**src/rtl/core/int8_mac_array_accumulate_quantize_core_assert.svh**
```systemverilog
// Assertion macros, clocked on clk and disabled while rst_n is low.
`ifndef INT8_MAC_ARRAY_ACCUMULATE_QUANTIZE_CORE_ASSERT_SVH
`define INT8_MAC_ARRAY_ACCUMULATE_QUANTIZE_CORE_ASSERT_SVH
`ifndef SYNTHESIS
`define IMAQ_ASSERT(lbl, prop, msg) \
    lbl: assert property (@(posedge clk) disable iff (!rst_n) prop) else $error(msg);
`define IMAQ_ASSERT_NEVER(lbl, cond, msg) \
    lbl: assert property (@(posedge clk) disable iff (!rst_n) !(cond)) else $error(msg);
`else
`define IMAQ_ASSERT(lbl, prop, msg)
`define IMAQ_ASSERT_NEVER(lbl, cond, msg)
`endif
`endif

```
**src/rtl/core/imaq_pkg.sv**
```systemverilog
`timescale 1ns / 1ps
`default_nettype none

package imaq_pkg;

    localparam int ARRAY_ROWS = 8;
    localparam int ARRAY_COLS = 8;
    localparam int LANES      = 8;
    localparam int DEPTH      = ARRAY_ROWS * ARRAY_COLS;
    localparam int ROW_W      = (ARRAY_ROWS > 1) ? $clog2(ARRAY_ROWS) : 1;
    localparam int COL_W      = (ARRAY_COLS > 1) ? $clog2(ARRAY_COLS) : 1;
    localparam int ADDR_W     = (DEPTH > 1) ? $clog2(DEPTH) : 1;
    localparam int CNTR_W     = $clog2(ARRAY_ROWS + 1);
    localparam int CNTC_W     = $clog2(ARRAY_COLS + 1);
    localparam int MAX_SHIFT  = 23;

    localparam logic signed [24:0] ACC_MAX = 25'sd8388607;
    localparam logic signed [24:0] ACC_MIN = -25'sd8388608;
    localparam logic signed [23:0] Q_MAX   = 24'sd127;
    localparam logic signed [23:0] Q_MIN   = -24'sd128;

    typedef enum logic [1:0] {
        MODE_START = 2'd0,
        MODE_MAC   = 2'd1,
        MODE_BIAS  = 2'd2,
        MODE_READ  = 2'd3
    } mode_t;

    typedef enum logic [1:0] {
        ST_OK    = 2'd0,
        ST_PHASE = 2'd1,
        ST_NOMAC = 2'd2,
        ST_SIZE  = 2'd3
    } status_t;

    typedef enum logic [1:0] {
        PH_EMPTY = 2'd0,
        PH_ACCUM = 2'd1,
        PH_FINAL = 2'd2
    } phase_t;

    typedef enum logic [1:0] {
        OP_MAC  = 2'd0,
        OP_BIAS = 2'd1,
        OP_READ = 2'd2
    } op_t;

    typedef enum logic [2:0] {
        S_IDLE,
        S_MAC,
        S_BIAS,
        S_DONE,
        S_READ_ISSUE,
        S_READ_LOAD
    } state_t;

    typedef struct packed {
        logic [1:0]         mode;
        logic [3:0]         rows_in_use;
        logic [3:0]         columns_in_use;
        logic [63:0]        activation_lanes;
        logic [63:0]        weight_lanes;
        logic [2:0]         bias_column;
        logic signed [23:0] bias_value;
        logic               bias_final;
        logic [4:0]         shift_amount;
    } in_t;

    typedef struct packed {
        logic [1:0]         status;
        logic [2:0]         pe_row;
        logic [2:0]         pe_column;
        logic signed [23:0] acc_value;
        logic signed [7:0]  quantized;
        logic [15:0]        slot_word;
        logic               last;
    } out_t;

    // controller -> datapath
    typedef struct packed {
        logic             item_load;
        logic             clear;
        logic             issue;
        op_t              op;
        logic [ROW_W-1:0] row;
        logic [COL_W-1:0] col;
        logic             last;
        logic             emit;
        status_t          status;
    } ctl_t;

    // datapath -> controller
    typedef struct packed {
        logic out_busy;
        logic out_free;
    } sts_t;

    function automatic logic signed [7:0] lane_sel(logic [63:0] lanes, int idx);
        logic signed [7:0] v;
        v = '0;
        if (idx < LANES)
        begin
            v = lanes[8*idx +: 8];
        end
        return v;
    endfunction

endpackage

`default_nettype wire

```
**src/rtl/core/imaq_ctrl.sv**
```systemverilog
`timescale 1ns / 1ps
`default_nettype none

module imaq_ctrl (
    input  wire logic          clk,
    input  wire logic          rst_n,
    input  wire logic          cmd_valid,
    output logic               cmd_stall,
    input  wire imaq_pkg::in_t cmd,
    input  wire imaq_pkg::sts_t sts,
    output imaq_pkg::ctl_t     ctl
);

    imaq_pkg::state_t state_reg, state_next;
    imaq_pkg::phase_t phase_reg, phase_next;
    logic [imaq_pkg::CNTR_W-1:0] rows_reg, rows_next;
    logic [imaq_pkg::CNTC_W-1:0] cols_reg, cols_next;
    logic mac_seen_reg, mac_seen_next;
    logic final_reg, final_next;
    logic rd_last_reg, rd_last_next;
    logic [imaq_pkg::ROW_W-1:0] row_reg, row_next;
    logic [imaq_pkg::COL_W-1:0] col_reg, col_next;

    logic accept;
    logic start_bad, bias_bad, row_end, col_end;

    assign cmd_stall = (state_reg != imaq_pkg::S_IDLE) || sts.out_busy;
    assign accept    = cmd_valid && !cmd_stall;

    assign start_bad = (int'(cmd.rows_in_use) == 0) || (int'(cmd.rows_in_use) > imaq_pkg::ARRAY_ROWS)
                    || (int'(cmd.columns_in_use) == 0)
                    || (int'(cmd.columns_in_use) > imaq_pkg::ARRAY_COLS);
    assign bias_bad  = (int'(cmd.bias_column) >= int'(cols_reg))
                    || (int'(cmd.bias_column) >= imaq_pkg::ARRAY_COLS);
    assign row_end   = (int'(row_reg) == int'(rows_reg) - 1);
    assign col_end   = (int'(col_reg) == int'(cols_reg) - 1);

    // next state
    always_comb
    begin
        state_next = state_reg;
        unique case (state_reg)
            imaq_pkg::S_IDLE:
            begin
                if (accept)
                begin
                    unique case (imaq_pkg::mode_t'(cmd.mode))
                        imaq_pkg::MODE_MAC:
                            if (phase_reg == imaq_pkg::PH_ACCUM)
                                state_next = imaq_pkg::S_MAC;
                        imaq_pkg::MODE_BIAS:
                            if (phase_reg == imaq_pkg::PH_ACCUM && mac_seen_reg && !bias_bad)
                                state_next = imaq_pkg::S_BIAS;
                        imaq_pkg::MODE_READ:
                            if (phase_reg == imaq_pkg::PH_FINAL)
                                state_next = imaq_pkg::S_READ_ISSUE;
                        default:
                            state_next = imaq_pkg::S_IDLE;
                    endcase
                end
            end
            imaq_pkg::S_MAC:
                if (row_end && col_end)
                    state_next = imaq_pkg::S_DONE;
            imaq_pkg::S_BIAS:
                if (row_end)
                    state_next = imaq_pkg::S_DONE;
            imaq_pkg::S_DONE:
                state_next = imaq_pkg::S_IDLE;
            imaq_pkg::S_READ_ISSUE:
                if (sts.out_free)
                    state_next = imaq_pkg::S_READ_LOAD;
            imaq_pkg::S_READ_LOAD:
                state_next = rd_last_reg ? imaq_pkg::S_IDLE : imaq_pkg::S_READ_ISSUE;
            default:
                state_next = imaq_pkg::S_IDLE;
        endcase
    end

    // outputs and run registers
    always_comb
    begin
        ctl           = '0;
        ctl.op        = imaq_pkg::OP_MAC;
        ctl.status    = imaq_pkg::ST_OK;
        ctl.row       = row_reg;
        ctl.col       = col_reg;
        phase_next    = phase_reg;
        rows_next     = rows_reg;
        cols_next     = cols_reg;
        mac_seen_next = mac_seen_reg;
        final_next    = final_reg;
        rd_last_next  = rd_last_reg;
        row_next      = row_reg;
        col_next      = col_reg;
        unique case (state_reg)
            imaq_pkg::S_IDLE:
            begin
                if (accept)
                begin
                    ctl.item_load = 1'b1;
                    row_next      = '0;
                    col_next      = '0;
                    unique case (imaq_pkg::mode_t'(cmd.mode))
                        imaq_pkg::MODE_START:
                        begin
                            ctl.emit = 1'b1;
                            if (start_bad)
                            begin
                                ctl.status = imaq_pkg::ST_SIZE;
                            end
                            else
                            begin
                                ctl.clear     = 1'b1;
                                rows_next     = imaq_pkg::CNTR_W'(cmd.rows_in_use);
                                cols_next     = imaq_pkg::CNTC_W'(cmd.columns_in_use);
                                mac_seen_next = 1'b0;
                                phase_next    = imaq_pkg::PH_ACCUM;
                            end
                        end
                        imaq_pkg::MODE_MAC:
                        begin
                            if (phase_reg != imaq_pkg::PH_ACCUM)
                            begin
                                ctl.emit   = 1'b1;
                                ctl.status = imaq_pkg::ST_PHASE;
                            end
                            else
                            begin
                                mac_seen_next = 1'b1;
                                final_next    = 1'b0;
                            end
                        end
                        imaq_pkg::MODE_BIAS:
                        begin
                            col_next   = imaq_pkg::COL_W'(cmd.bias_column);
                            final_next = cmd.bias_final;
                            if (phase_reg != imaq_pkg::PH_ACCUM)
                            begin
                                ctl.emit   = 1'b1;
                                ctl.status = imaq_pkg::ST_PHASE;
                            end
                            else if (!mac_seen_reg)
                            begin
                                ctl.emit   = 1'b1;
                                ctl.status = imaq_pkg::ST_NOMAC;
                            end
                            else if (bias_bad)
                            begin
                                ctl.emit   = 1'b1;
                                ctl.status = imaq_pkg::ST_SIZE;
                            end
                        end
                        default:
                        begin
                            if (phase_reg != imaq_pkg::PH_FINAL)
                            begin
                                ctl.emit   = 1'b1;
                                ctl.status = imaq_pkg::ST_PHASE;
                            end
                        end
                    endcase
                end
            end
            imaq_pkg::S_MAC:
            begin
                ctl.issue = 1'b1;
                ctl.op    = imaq_pkg::OP_MAC;
                if (col_end)
                begin
                    col_next = '0;
                    row_next = row_reg + 1'b1;
                end
                else
                begin
                    col_next = col_reg + 1'b1;
                end
            end
            imaq_pkg::S_BIAS:
            begin
                ctl.issue = 1'b1;
                ctl.op    = imaq_pkg::OP_BIAS;
                row_next  = row_reg + 1'b1;
            end
            imaq_pkg::S_DONE:
            begin
                // last write-back lands this cycle
                ctl.emit = 1'b1;
                if (final_reg)
                begin
                    phase_next = imaq_pkg::PH_FINAL;
                    final_next = 1'b0;
                end
            end
            imaq_pkg::S_READ_ISSUE:
            begin
                if (sts.out_free)
                begin
                    ctl.issue    = 1'b1;
                    ctl.op       = imaq_pkg::OP_READ;
                    ctl.last     = row_end && col_end;
                    rd_last_next = row_end && col_end;
                    if (col_end)
                    begin
                        col_next = '0;
                        row_next = row_reg + 1'b1;
                    end
                    else
                    begin
                        col_next = col_reg + 1'b1;
                    end
                end
            end
            imaq_pkg::S_READ_LOAD:
            begin
                ctl.op = imaq_pkg::OP_READ;
            end
            default:
            begin
                ctl.op = imaq_pkg::OP_MAC;
            end
        endcase
    end

    always_ff @(posedge clk or negedge rst_n)
    begin
        if (!rst_n)
        begin
            state_reg    <= imaq_pkg::S_IDLE;
            phase_reg    <= imaq_pkg::PH_EMPTY;
            rows_reg     <= '0;
            cols_reg     <= '0;
            mac_seen_reg <= 1'b0;
            final_reg    <= 1'b0;
            rd_last_reg  <= 1'b0;
            row_reg      <= '0;
            col_reg      <= '0;
        end
        else
        begin
            state_reg    <= state_next;
            phase_reg    <= phase_next;
            rows_reg     <= rows_next;
            cols_reg     <= cols_next;
            mac_seen_reg <= mac_seen_next;
            final_reg    <= final_next;
            rd_last_reg  <= rd_last_next;
            row_reg      <= row_next;
            col_reg      <= col_next;
        end
    end

endmodule

`default_nettype wire

```
**src/rtl/core/imaq_dp.sv**
```systemverilog
`timescale 1ns / 1ps
`default_nettype none
`include "int8_mac_array_accumulate_quantize_core_assert.svh"

module imaq_dp (
    input  wire logic           clk,
    input  wire logic           rst_n,
    input  wire imaq_pkg::in_t  cmd,
    input  wire imaq_pkg::ctl_t ctl,
    input  wire logic           res_stall,
    output logic                res_valid,
    output imaq_pkg::out_t      res,
    output imaq_pkg::sts_t      sts
);

    // item operands, captured on the accepted transfer
    logic [63:0]        act_reg;
    logic [63:0]        wgt_reg;
    logic signed [23:0] bias_reg;
    logic [4:0]         shift_reg;

    logic signed [23:0] mem [imaq_pkg::DEPTH];
    logic [imaq_pkg::DEPTH-1:0] vld_reg, vld_next;

    logic [imaq_pkg::ADDR_W-1:0] addr;

    // read stage
    logic                        stg_vld_reg;
    imaq_pkg::op_t               stg_op_reg;
    logic [imaq_pkg::ADDR_W-1:0] stg_addr_reg;
    logic [imaq_pkg::ROW_W-1:0]  stg_row_reg;
    logic [imaq_pkg::COL_W-1:0]  stg_col_reg;
    logic                        stg_last_reg;
    logic                        stg_hit_reg;
    logic signed [7:0]           stg_a_reg;
    logic signed [7:0]           stg_w_reg;
    logic signed [23:0]          rd_data_reg;

    logic signed [23:0] acc_cur;
    logic signed [15:0] prod;
    logic signed [24:0] addend, sum;
    logic signed [23:0] sat;
    logic               wr_en;

    logic [4:0]         sh;
    logic signed [23:0] shifted;
    logic signed [7:0]  q;

    logic           out_vld_reg, out_vld_next;
    imaq_pkg::out_t out_reg, out_next;
    logic           load, pop;

    assign addr = imaq_pkg::ADDR_W'(int'(ctl.row) * imaq_pkg::ARRAY_COLS + int'(ctl.col));

    always_ff @(posedge clk)
    begin
        if (ctl.item_load)
        begin
            act_reg   <= cmd.activation_lanes;
            wgt_reg   <= cmd.weight_lanes;
            bias_reg  <= cmd.bias_value;
            shift_reg <= cmd.shift_amount;
        end
    end

    always_comb
    begin
        vld_next = vld_reg;
        if (ctl.clear)
        begin
            vld_next = '0;
        end
        else if (wr_en)
        begin
            vld_next[stg_addr_reg] = 1'b1;
        end
    end

    always_ff @(posedge clk)
    begin
        if (wr_en)
        begin
            mem[stg_addr_reg] <= sat;
        end
        if (ctl.issue)
        begin
            rd_data_reg <= mem[addr];
        end
    end

    always_ff @(posedge clk)
    begin
        if (ctl.issue)
        begin
            stg_op_reg   <= ctl.op;
            stg_addr_reg <= addr;
            stg_row_reg  <= ctl.row;
            stg_col_reg  <= ctl.col;
            stg_last_reg <= ctl.last;
            stg_hit_reg  <= vld_reg[addr];
            stg_a_reg    <= imaq_pkg::lane_sel(act_reg, int'(ctl.row));
            stg_w_reg    <= imaq_pkg::lane_sel(wgt_reg, int'(ctl.col));
        end
    end

    // read-modify-write: never-written entries count as zero
    assign acc_cur = stg_hit_reg ? rd_data_reg : '0;
    assign prod    = stg_a_reg * stg_w_reg;
    assign addend  = (stg_op_reg == imaq_pkg::OP_MAC) ? 25'(prod) : 25'(bias_reg);
    assign sum     = 25'(acc_cur) + addend;
    assign wr_en   = stg_vld_reg && (stg_op_reg != imaq_pkg::OP_READ);

    always_comb
    begin
        if (sum > imaq_pkg::ACC_MAX)
        begin
            sat = imaq_pkg::ACC_MAX[23:0];
        end
        else if (sum < imaq_pkg::ACC_MIN)
        begin
            sat = imaq_pkg::ACC_MIN[23:0];
        end
        else
        begin
            sat = sum[23:0];
        end
    end

    // floor shift, anything past 23 behaves as 23
    assign sh      = (int'(shift_reg) > imaq_pkg::MAX_SHIFT) ? 5'(imaq_pkg::MAX_SHIFT) : shift_reg;
    assign shifted = acc_cur >>> sh;

    always_comb
    begin
        if (shifted > imaq_pkg::Q_MAX)
        begin
            q = imaq_pkg::Q_MAX[7:0];
        end
        else if (shifted < imaq_pkg::Q_MIN)
        begin
            q = imaq_pkg::Q_MIN[7:0];
        end
        else
        begin
            q = shifted[7:0];
        end
    end

    assign load = ctl.emit || (stg_vld_reg && stg_op_reg == imaq_pkg::OP_READ);
    assign pop  = out_vld_reg && !res_stall;

    always_comb
    begin
        out_next = out_reg;
        if (ctl.emit)
        begin
            out_next        = '0;
            out_next.status = ctl.status;
            out_next.last   = 1'b1;
        end
        else if (load)
        begin
            out_next.status    = imaq_pkg::ST_OK;
            out_next.pe_row    = 3'(stg_row_reg);
            out_next.pe_column = 3'(stg_col_reg);
            out_next.acc_value = acc_cur;
            out_next.quantized = q;
            out_next.slot_word = 16'(q);
            out_next.last      = stg_last_reg;
        end
        out_vld_next = load ? 1'b1 : (pop ? 1'b0 : out_vld_reg);
    end

    always_ff @(posedge clk)
    begin
        out_reg <= out_next;
    end

    always_ff @(posedge clk or negedge rst_n)
    begin
        if (!rst_n)
        begin
            vld_reg     <= '0;
            stg_vld_reg <= 1'b0;
            out_vld_reg <= 1'b0;
        end
        else
        begin
            vld_reg     <= vld_next;
            stg_vld_reg <= ctl.issue;
            out_vld_reg <= out_vld_next;
        end
    end

    assign res_valid    = out_vld_reg;
    assign res          = out_reg;
    assign sts.out_busy = out_vld_reg;
    assign sts.out_free = !out_vld_reg || !res_stall;

    `IMAQ_ASSERT_NEVER(a_load_over_full, load && out_vld_reg && res_stall, "result overwritten")
    `IMAQ_ASSERT_NEVER(a_emit_and_read, ctl.emit && stg_vld_reg && stg_op_reg == imaq_pkg::OP_READ, "two loads")
    `IMAQ_ASSERT(a_error_single, out_vld_reg && out_reg.status != imaq_pkg::ST_OK |-> out_reg.last, "error not last")

endmodule

`default_nettype wire

```
**src/rtl/core/int8_mac_array_accumulate_quantize_core.sv**
```systemverilog
// Start and error items: one registered result, valid in the cycle after the transfer in.
// MAC: one element per cycle over rows*columns elements; bias: each row of its column.
// Read: elements go one at a time; each is issued when the output register is free.
// The next item is taken once the previous one has delivered all its results.
// Reset (rst_n low, asynchronous) empties the run and clears all accumulators via valid bits.
`timescale 1ns / 1ps
`default_nettype none

module int8_mac_array_accumulate_quantize_core (
    input  wire logic          clk,
    input  wire logic          rst_n,
    input  wire logic          cmd_valid,
    output logic               cmd_stall,
    input  wire imaq_pkg::in_t cmd,
    output logic               res_valid,
    input  wire logic          res_stall,
    output imaq_pkg::out_t     res
);

    imaq_pkg::ctl_t ctl;
    imaq_pkg::sts_t sts;

    imaq_ctrl u_ctrl (
        .clk       (clk),
        .rst_n     (rst_n),
        .cmd_valid (cmd_valid),
        .cmd_stall (cmd_stall),
        .cmd       (cmd),
        .sts       (sts),
        .ctl       (ctl)
    );

    imaq_dp u_dp (
        .clk       (clk),
        .rst_n     (rst_n),
        .cmd       (cmd),
        .ctl       (ctl),
        .res_stall (res_stall),
        .res_valid (res_valid),
        .res       (res),
        .sts       (sts)
    );

endmodule

`default_nettype wire

```
**config.mk**
```make
export PLATFORM = sky130hd
export DESIGN_NAME = int8_mac_array_accumulate_quantize_core
export DESIGN_NICKNAME = d
export VERILOG_FILES = /design/src/rtl/core/imaq_pkg.sv /design/src/rtl/core/imaq_ctrl.sv /design/src/rtl/core/imaq_dp.sv /design/src/rtl/core/int8_mac_array_accumulate_quantize_core.sv
export VERILOG_INCLUDE_DIRS = /design/src /design/src/rtl/core
export SDC_FILE = /design/constraint.sdc
export NUM_CORES = 2
export LEC_CHECK = 0
export BUFFER_PORTS_ARGS = -buffer_cell sky130_fd_sc_hd__buf_2
export CORE_MARGIN = 2
export CORE_UTILIZATION = 65
export CTS_CLUSTER_DIAMETER = 150
export CTS_CLUSTER_SIZE = 14
export DETAILED_ROUTE_END_ITERATION = 7
export PLACE_DENSITY = 0.86
export SLEW_MARGIN = 20
export SYNTH_ARGS = -nofsm -noshare
export SYNTH_HDL_FRONTEND = slang
export SYNTH_SLANG_ARGS = --single-unit
```
**constraint.sdc**
```tcl
create_clock -name clk -period 16.25 [get_ports clk]
set_input_delay 3.25 -clock clk [delete_from_list [all_inputs] [get_ports clk]]
set_output_delay 3.25 -clock clk [all_outputs]
set_load 0.01 [all_outputs]
```
=== Word-level counts from Yosys, hierarchy flattened ===
Memory sizes are Yosys's and may differ from the RTL's. A register that Yosys moved wholly into a read port is not among the register bits.
Cells that the tools add are included.
W data, S select, Z words.

* Flip-flop bits (word level): 326
* Latch bits: 0
* Bits in writable memories: 1536
* Bits in read-only memories: 0
* Input bits: 175
* Output and inout bits: 59
* Logic and storage cells: 192
* Memories: 1

* $add $sub $neg: 6
* Multipliers: 1
* Divide/modulo/power cells: 0
* Order comparisons: 11
* Equality and inequality tests: 30
* Shift operators: 3
* Mux-type cells: 67
* Bitwise logic cells: 2
* Reductions and logical operators: 40

{| class="wikitable"
|+ Memories
! name !! words !! width !! rd ports !! clocked after Yosys merged registers in !! write ports !! RTL line !! text
|-
| u_dp.mem || 64 || 24 || 1 || 1 || 1 || imaq_dp.sv:22 || <nowiki>logic signed [23:0] mem [imaq_pkg::DEPTH];</nowiki>
|}

{| class="wikitable"
|+ Operators with widths
! cell !! count
|-
| $mux W64 || 2
|-
| $shiftx A64 B7 Y8 || 2
|-
| $mux W57 || 2
|-
| $mux W24 || 3
|-
| $mux W3 || 22
|-
| $eq A4 B32 Y1 || 2
|-
| $or A64 B64 Y64 || 1
|-
| $pmux W3 S3 || 3
|-
| $add A24 B25 Y25 || 1
|-
| $gt A25 B24 Y1 const B || 1
|-
| $lt A25 B24 Y1 const B || 1
|-
| $mux W25 || 1
|-
| $gt A24 B8 Y1 const B || 1
|-
| $lt A24 B8 Y1 const B || 1
|-
| $sshr A24 B5 Y24 || 1
|-
| $mul A8 B8 Y16 || 1
|-
| $mux W2 || 8
|-
| $mux W8 || 2
|-
| $pmux W3 S5 || 1
|-
| $lt A6 B7 Y1 const B || 2
|-
| $ne A2 B2 Y1 const B || 7
|-
| $mux W1 || 12
|-
| $pmux W3 S4 || 1
|-
| $ne A2 B1 Y1 const B || 5
|-
| other kinds (36) || 77
|}

=== Longest topological paths before layout ===
* Depth after elaboration: 11
* Mapped depth: 29
* Mapped depth without buffers: 27

=== By module ===
A second synthesis with hierarchy kept.

* Cell total of the unflattened synthesis: 3905
* Area total of the unflattened synthesis: 77137.7 um^2

{| class="wikitable"
|+ Modules (own cells, without submodules)
! module !! instances !! cells an instance !! area an instance (um^2) !! seq. area each (um^2)
|-
| imaq_dp || 1 || 3720 || 75498.7 || 54832.6
|-
| imaq_ctrl || 1 || 185 || 1639.1 || 550.5
|}

=== Worst setup path after synthesis ===
Ideal clock, no wire load.

* Path type: input to register
* Start point: input cmd_valid
* End point: register u_dp.out_reg (netlist bit u_dp.res[21])
* Setup time: 124 ps
* Arrival time: 9097 ps
* Required time: 16126 ps
* Setup slack: 7029 ps
* Stages on the path: 9
* Path buffers: 2
* Cells stage by stage: and2_1 clkbuf_1 nand2_1 nor2_1 a211o_1 clkbuf_1 nor2_1 a211oi_1 nand3_1

* Word-level cells in the longest chain between the ends: 4

{| class="wikitable"
|+ Ends and longest elaborated chain
! element !! RTL line !! text
|-
| start: declaration || int8_mac_array_accumulate_quantize_core.sv:12 || <nowiki>input wire logic cmd_valid,</nowiki>
|-
| $logic_and A1 B1 Y1 (*) || imaq_ctrl.sv:28 || <nowiki>assign accept = cmd_valid && !cmd_stall;</nowiki>
|-
| $mux W3 (*) || imaq_ctrl.sv:99 || <nowiki>if (accept)</nowiki>
|-
| $pmux W1 S2 (*) || imaq_ctrl.sv:96 || <nowiki>unique case (state_reg)</nowiki>
|-
| $logic_or A1 B1 Y1 || imaq_dp.sv:149 || <nowiki>assign load = ctl.emit || (stg_vld_reg && stg_op_reg == imaq_pkg::OP_READ);</nowiki>
|-
| end signal: assignment || imaq_dp.sv:176 || <nowiki>out_reg <= out_next;</nowiki>
|-
| end: declaration || imaq_dp.sv:50 || <nowiki>imaq_pkg::out_t out_reg, out_next;</nowiki>
|}

Every way passes the cells marked *; elsewhere a longest branch is shown, timed or not.
A chain may end at the register's enable or synchronous reset.

=== Final worst setup path ===
* Start point: register u_dp.stg_w_reg[1]
* End point: memory u_dp.mem[63][9], data pin

* Word-level cells in the longest chain between the ends: 6
* Elaborated cells between the ends (all ways): 7
* Those cells by class: add/sub: 1; mul: 1; order compare: 2; mux: 3

{| class="wikitable"
|+ Ends and longest elaborated chain
! element !! RTL line !! text
|-
| start: declaration || imaq_dp.sv:36 || <nowiki>logic signed [7:0] stg_w_reg;</nowiki>
|-
| start signal: assignment || imaq_dp.sv:102 || <nowiki>stg_w_reg <= imaq_pkg::lane_sel(wgt_reg, int'(ctl.col));</nowiki>
|-
| $mul A8 B8 Y16 (*) || imaq_dp.sv:108 || <nowiki>assign prod = stg_a_reg * stg_w_reg;</nowiki>
|-
| $mux W25 (*) || imaq_dp.sv:109 || <nowiki>assign addend = (stg_op_reg == imaq_pkg::OP_MAC) ? 25'(prod) : 25'(bias_reg);</nowiki>
|-
| $add A24 B25 Y25 (*) || imaq_dp.sv:110 || <nowiki>assign sum = 25'(acc_cur) + addend;</nowiki>
|-
| $lt A25 B24 Y1 || imaq_dp.sv:119 || <nowiki>else if (sum < imaq_pkg::ACC_MIN)</nowiki>
|-
| $mux W24 || imaq_dp.sv:119 ||
|-
| $mux W24 (*) || imaq_dp.sv:115 || <nowiki>if (sum > imaq_pkg::ACC_MAX)</nowiki>
|-
| named net u_dp.sat[9] || imaq_dp.sv:42 || <nowiki>logic signed [23:0] sat;</nowiki>
|-
| end: declaration || imaq_dp.sv:22 ||
|}

The timed path passes the listed nets; every way through them passes the cells marked *.

==> metrics <==
RSZ-0062 raised after global routing false; clk slew on worst S/H paths 0.07 ns; GRT Resource Usage Total 0.3898; Setup Crit Path Kind reg -> reg; Num CTS Buffers 151; YS warnings 0; I/O pins 234; Seq cells post-synth 1872; Die H 349.2 um; die area 122000 um^2; Synth area leader edfxtp_1; syn avg cell area 19.89 um^2; Synth area leaders edfxtp_1 (68%), mux4_2 (16%), dfrtp_1 (2.8%); Post-Syn Area 77460 um^2; DR top layer met5; Worst setup SP type flip-flop; FILL cells 6282; Post-synth EDFFs 1745; vias per cell 7.579; Setup Buffers After CTS 0; Final #Nets 4467; most common cell after layout, fill and taps aside edfxtp_1; Routed met2 length 109900 um; H-tree levels 4; max cap viols 0; Antenna Nets Post-Route 0; share of flip-flops with an asynchronous set or reset 0.04701; die width 349.2 um; final setup vio count 0; wire length on met3 34010 um; CTS Hold Bufs 0; post-synth top area share 0.6764; Yosys cell types 82; CTS root buf clkbuf_16; Routed WL 233400 um; top_reg_cell synth edfxtp_1; Setup TNS 0 ns; post-synthesis net count 4192; Placer Congestion 0.9282; multi-input logic area 20980 um^2; post-CTS resize count 0; Clock Tree Buf Depth 3; Initial Utilization 0.6560; Hold Slack 0.4576 ns; layout cells sized above 1 0.2846; max FFs per register 1536; outcome finished clean; FP Rows 126; gr ovfl total 0; Final Hold Vio Count 0; commonest cells after routing, fill and taps aside edfxtp_1 (1745), mux4_2 (561), buf_2 (232); Worst-Skew Late Latency 0.83 ns; DR iter-0 viols 8434; CP endpoint kind flip-flop; Remaining DRCs 0; Post-Route Utilization 0.7215; final worst-path cycle share 0.4910; Top reg by flops u_dp.mem; Clock Skews 0.04822 ns; Worst Tran Pin Value 1.125 ns; fin crit period 7.980 ns; vias in the first global route 43378; synth-to-layout area growth 9.977%; sequential-to-total area share from yosys stat 0.7150; CP arrival 8.44 ns; IO buf count 233; core area 118100 um^2; Slew Limit Fails 0; first-pass GRT wire length 325800 um; DR WL/cell 40.32 um; DP HPWL 126600 um; CTS tree yes; Post-Syn Instances 3894; initial antenna violation count 25; CP required 16.71 ns; CP Max Fanout 64; post-route met1 wirelength 71810 um; Slew HR 0.2503; DR pass1 iterations 7; Max Freq 125.3 MHz; vias 43876; worst hold-check path type reg -> reg; largest net degree at the start of global routing 142; register area 55400 um^2; CTS Sinks 1872
[worst max-delay path, cell delays in order (launching register included)]
cell and delay [ns]:
edfxtp_1 0.51, and2_1 0.22, fa_1 0.50, inv_1 0.05
fa_1 0.51, inv_1 0.06, fa_1 0.52, inv_1 0.05
fa_1 0.47, inv_1 0.04, ha_1 0.28, inv_1 0.06
o21bai_1 0.20, a31oi_1 0.18, o211ai_1 0.25, a21o_1 0.14
nand3_1 0.27, o21a_1 0.22, ha_1 0.38, and3_1 0.21
nand3_1 0.09, a21oi_1 0.21, nor2_1 0.12, o21ai_1 0.23
a31o_2 0.85, maj3_4 0.92
[cells in the mapped netlist (6+ instances only)]
master    instances
edfxtp_1       1745
mux4_2          561
nor2_1          164
nand2_1         163
inv_1           139
clkbuf_1        115
dfrtp_1          88
a21oi_1          80
o21a_1           76
ha_1             67
buf_2            56
fa_1             56
and2_1           49
o21ai_0          42
dfxtp_1          39
nor3_1           33
mux2_2           31
xnor2_1          29
nand3_1          27
maj3_1           23
a21o_1           22
mux2i_1          22
nand4_1          20
buf_1            18
buf_4            18
nor2b_1          18
a31oi_1          17
xor2_1           14
o22ai_1          11
nor3b_1          10
o211ai_1         10
a211oi_1          9
nand2b_1          8
nand3b_1          7
a211o_1           6
[path summary, 6_finish.rpt]
check | endpoint | slack (ns) | from | cells past startpoint
max | u_dp.mem[63][9]$_DFFE_PP_ | 8.27 | u_dp.stg_w_reg[1]$_DFFE_PP_ | 25
min | u_dp.res[48]$_SDFFE_PP0P_ | 0.46 | u_dp.res[48]$_SDFFE_PP0P_ | 2
max reg2reg | u_dp.mem[63][9]$_DFFE_PP_ | 8.27 | u_dp.stg_w_reg[1]$_DFFE_PP_ | 25
min reg2reg | u_dp.res[48]$_SDFFE_PP0P_ | 0.46 | u_dp.res[48]$_SDFFE_PP0P_ | 2
max in group asynchronous | u_ctrl.row_reg[0]$_DFFE_PN0P_ | 12.35 | rst_n | 2
min in group asynchronous | u_dp.vld_reg[10]$_DFFE_PN0P_ | 2.44 | rst_n | 1
[kinds of logic after synthesis]
group / after synthesis / share of synthesized area
DFF: 1872 / 0.7150
muxes: 614 / 0.1705
and+or+nand+nor: 524 / 0.03161
buffers and inverters: 350 / 0.01903
AOI/OAI and AO/OA: 345 / 0.03083
adders and majority gates: 146 / 0.02827
xor gates and xnor gates: 43 / 0.004862
[stage by stage]
| step | setup WS [ns] | std cells | area, um^2 |
|---|---|---|---|
| 2_1_floorplan | 7.029 | 3894 | 77460 |
| 3_3_place_gp | 8.059 | 5548 | 80690 |
| 3_5_place_dp | 7.818 | 5548 | 80690 |
| 4_1_cts | 7.745 | 5773 | 85000 |
| 5_1_grt | 7.956 | 5778 | 85170 |
| 6_report | 8.270 | 5789 | 85190 |
[metal layers]
metal | vias to the layer above | global-route usage
met3 | 1054 | 0.1234
met2 | 4364 | 0.6029
met1 | 22137 | 0.4891
met4 | 22 | 0.2343
met5 | - | 0
li1 | 16299 | -
[cell type report]
class	instances	area share
well taps	1536	0.02256
flip-flops and latches	1872	0.6503
repair buffers	332	0.02373
diodes	12	0.0003525
inverters	140	0.006168
clock buffers	214	0.04788
multi-input cells	1672	0.2463
clock inverters	11	0.002732
Power is left out: the tool's default activity adds up to more than one toggle a clock period on the data nets, which glitch-free logic cannot reach.
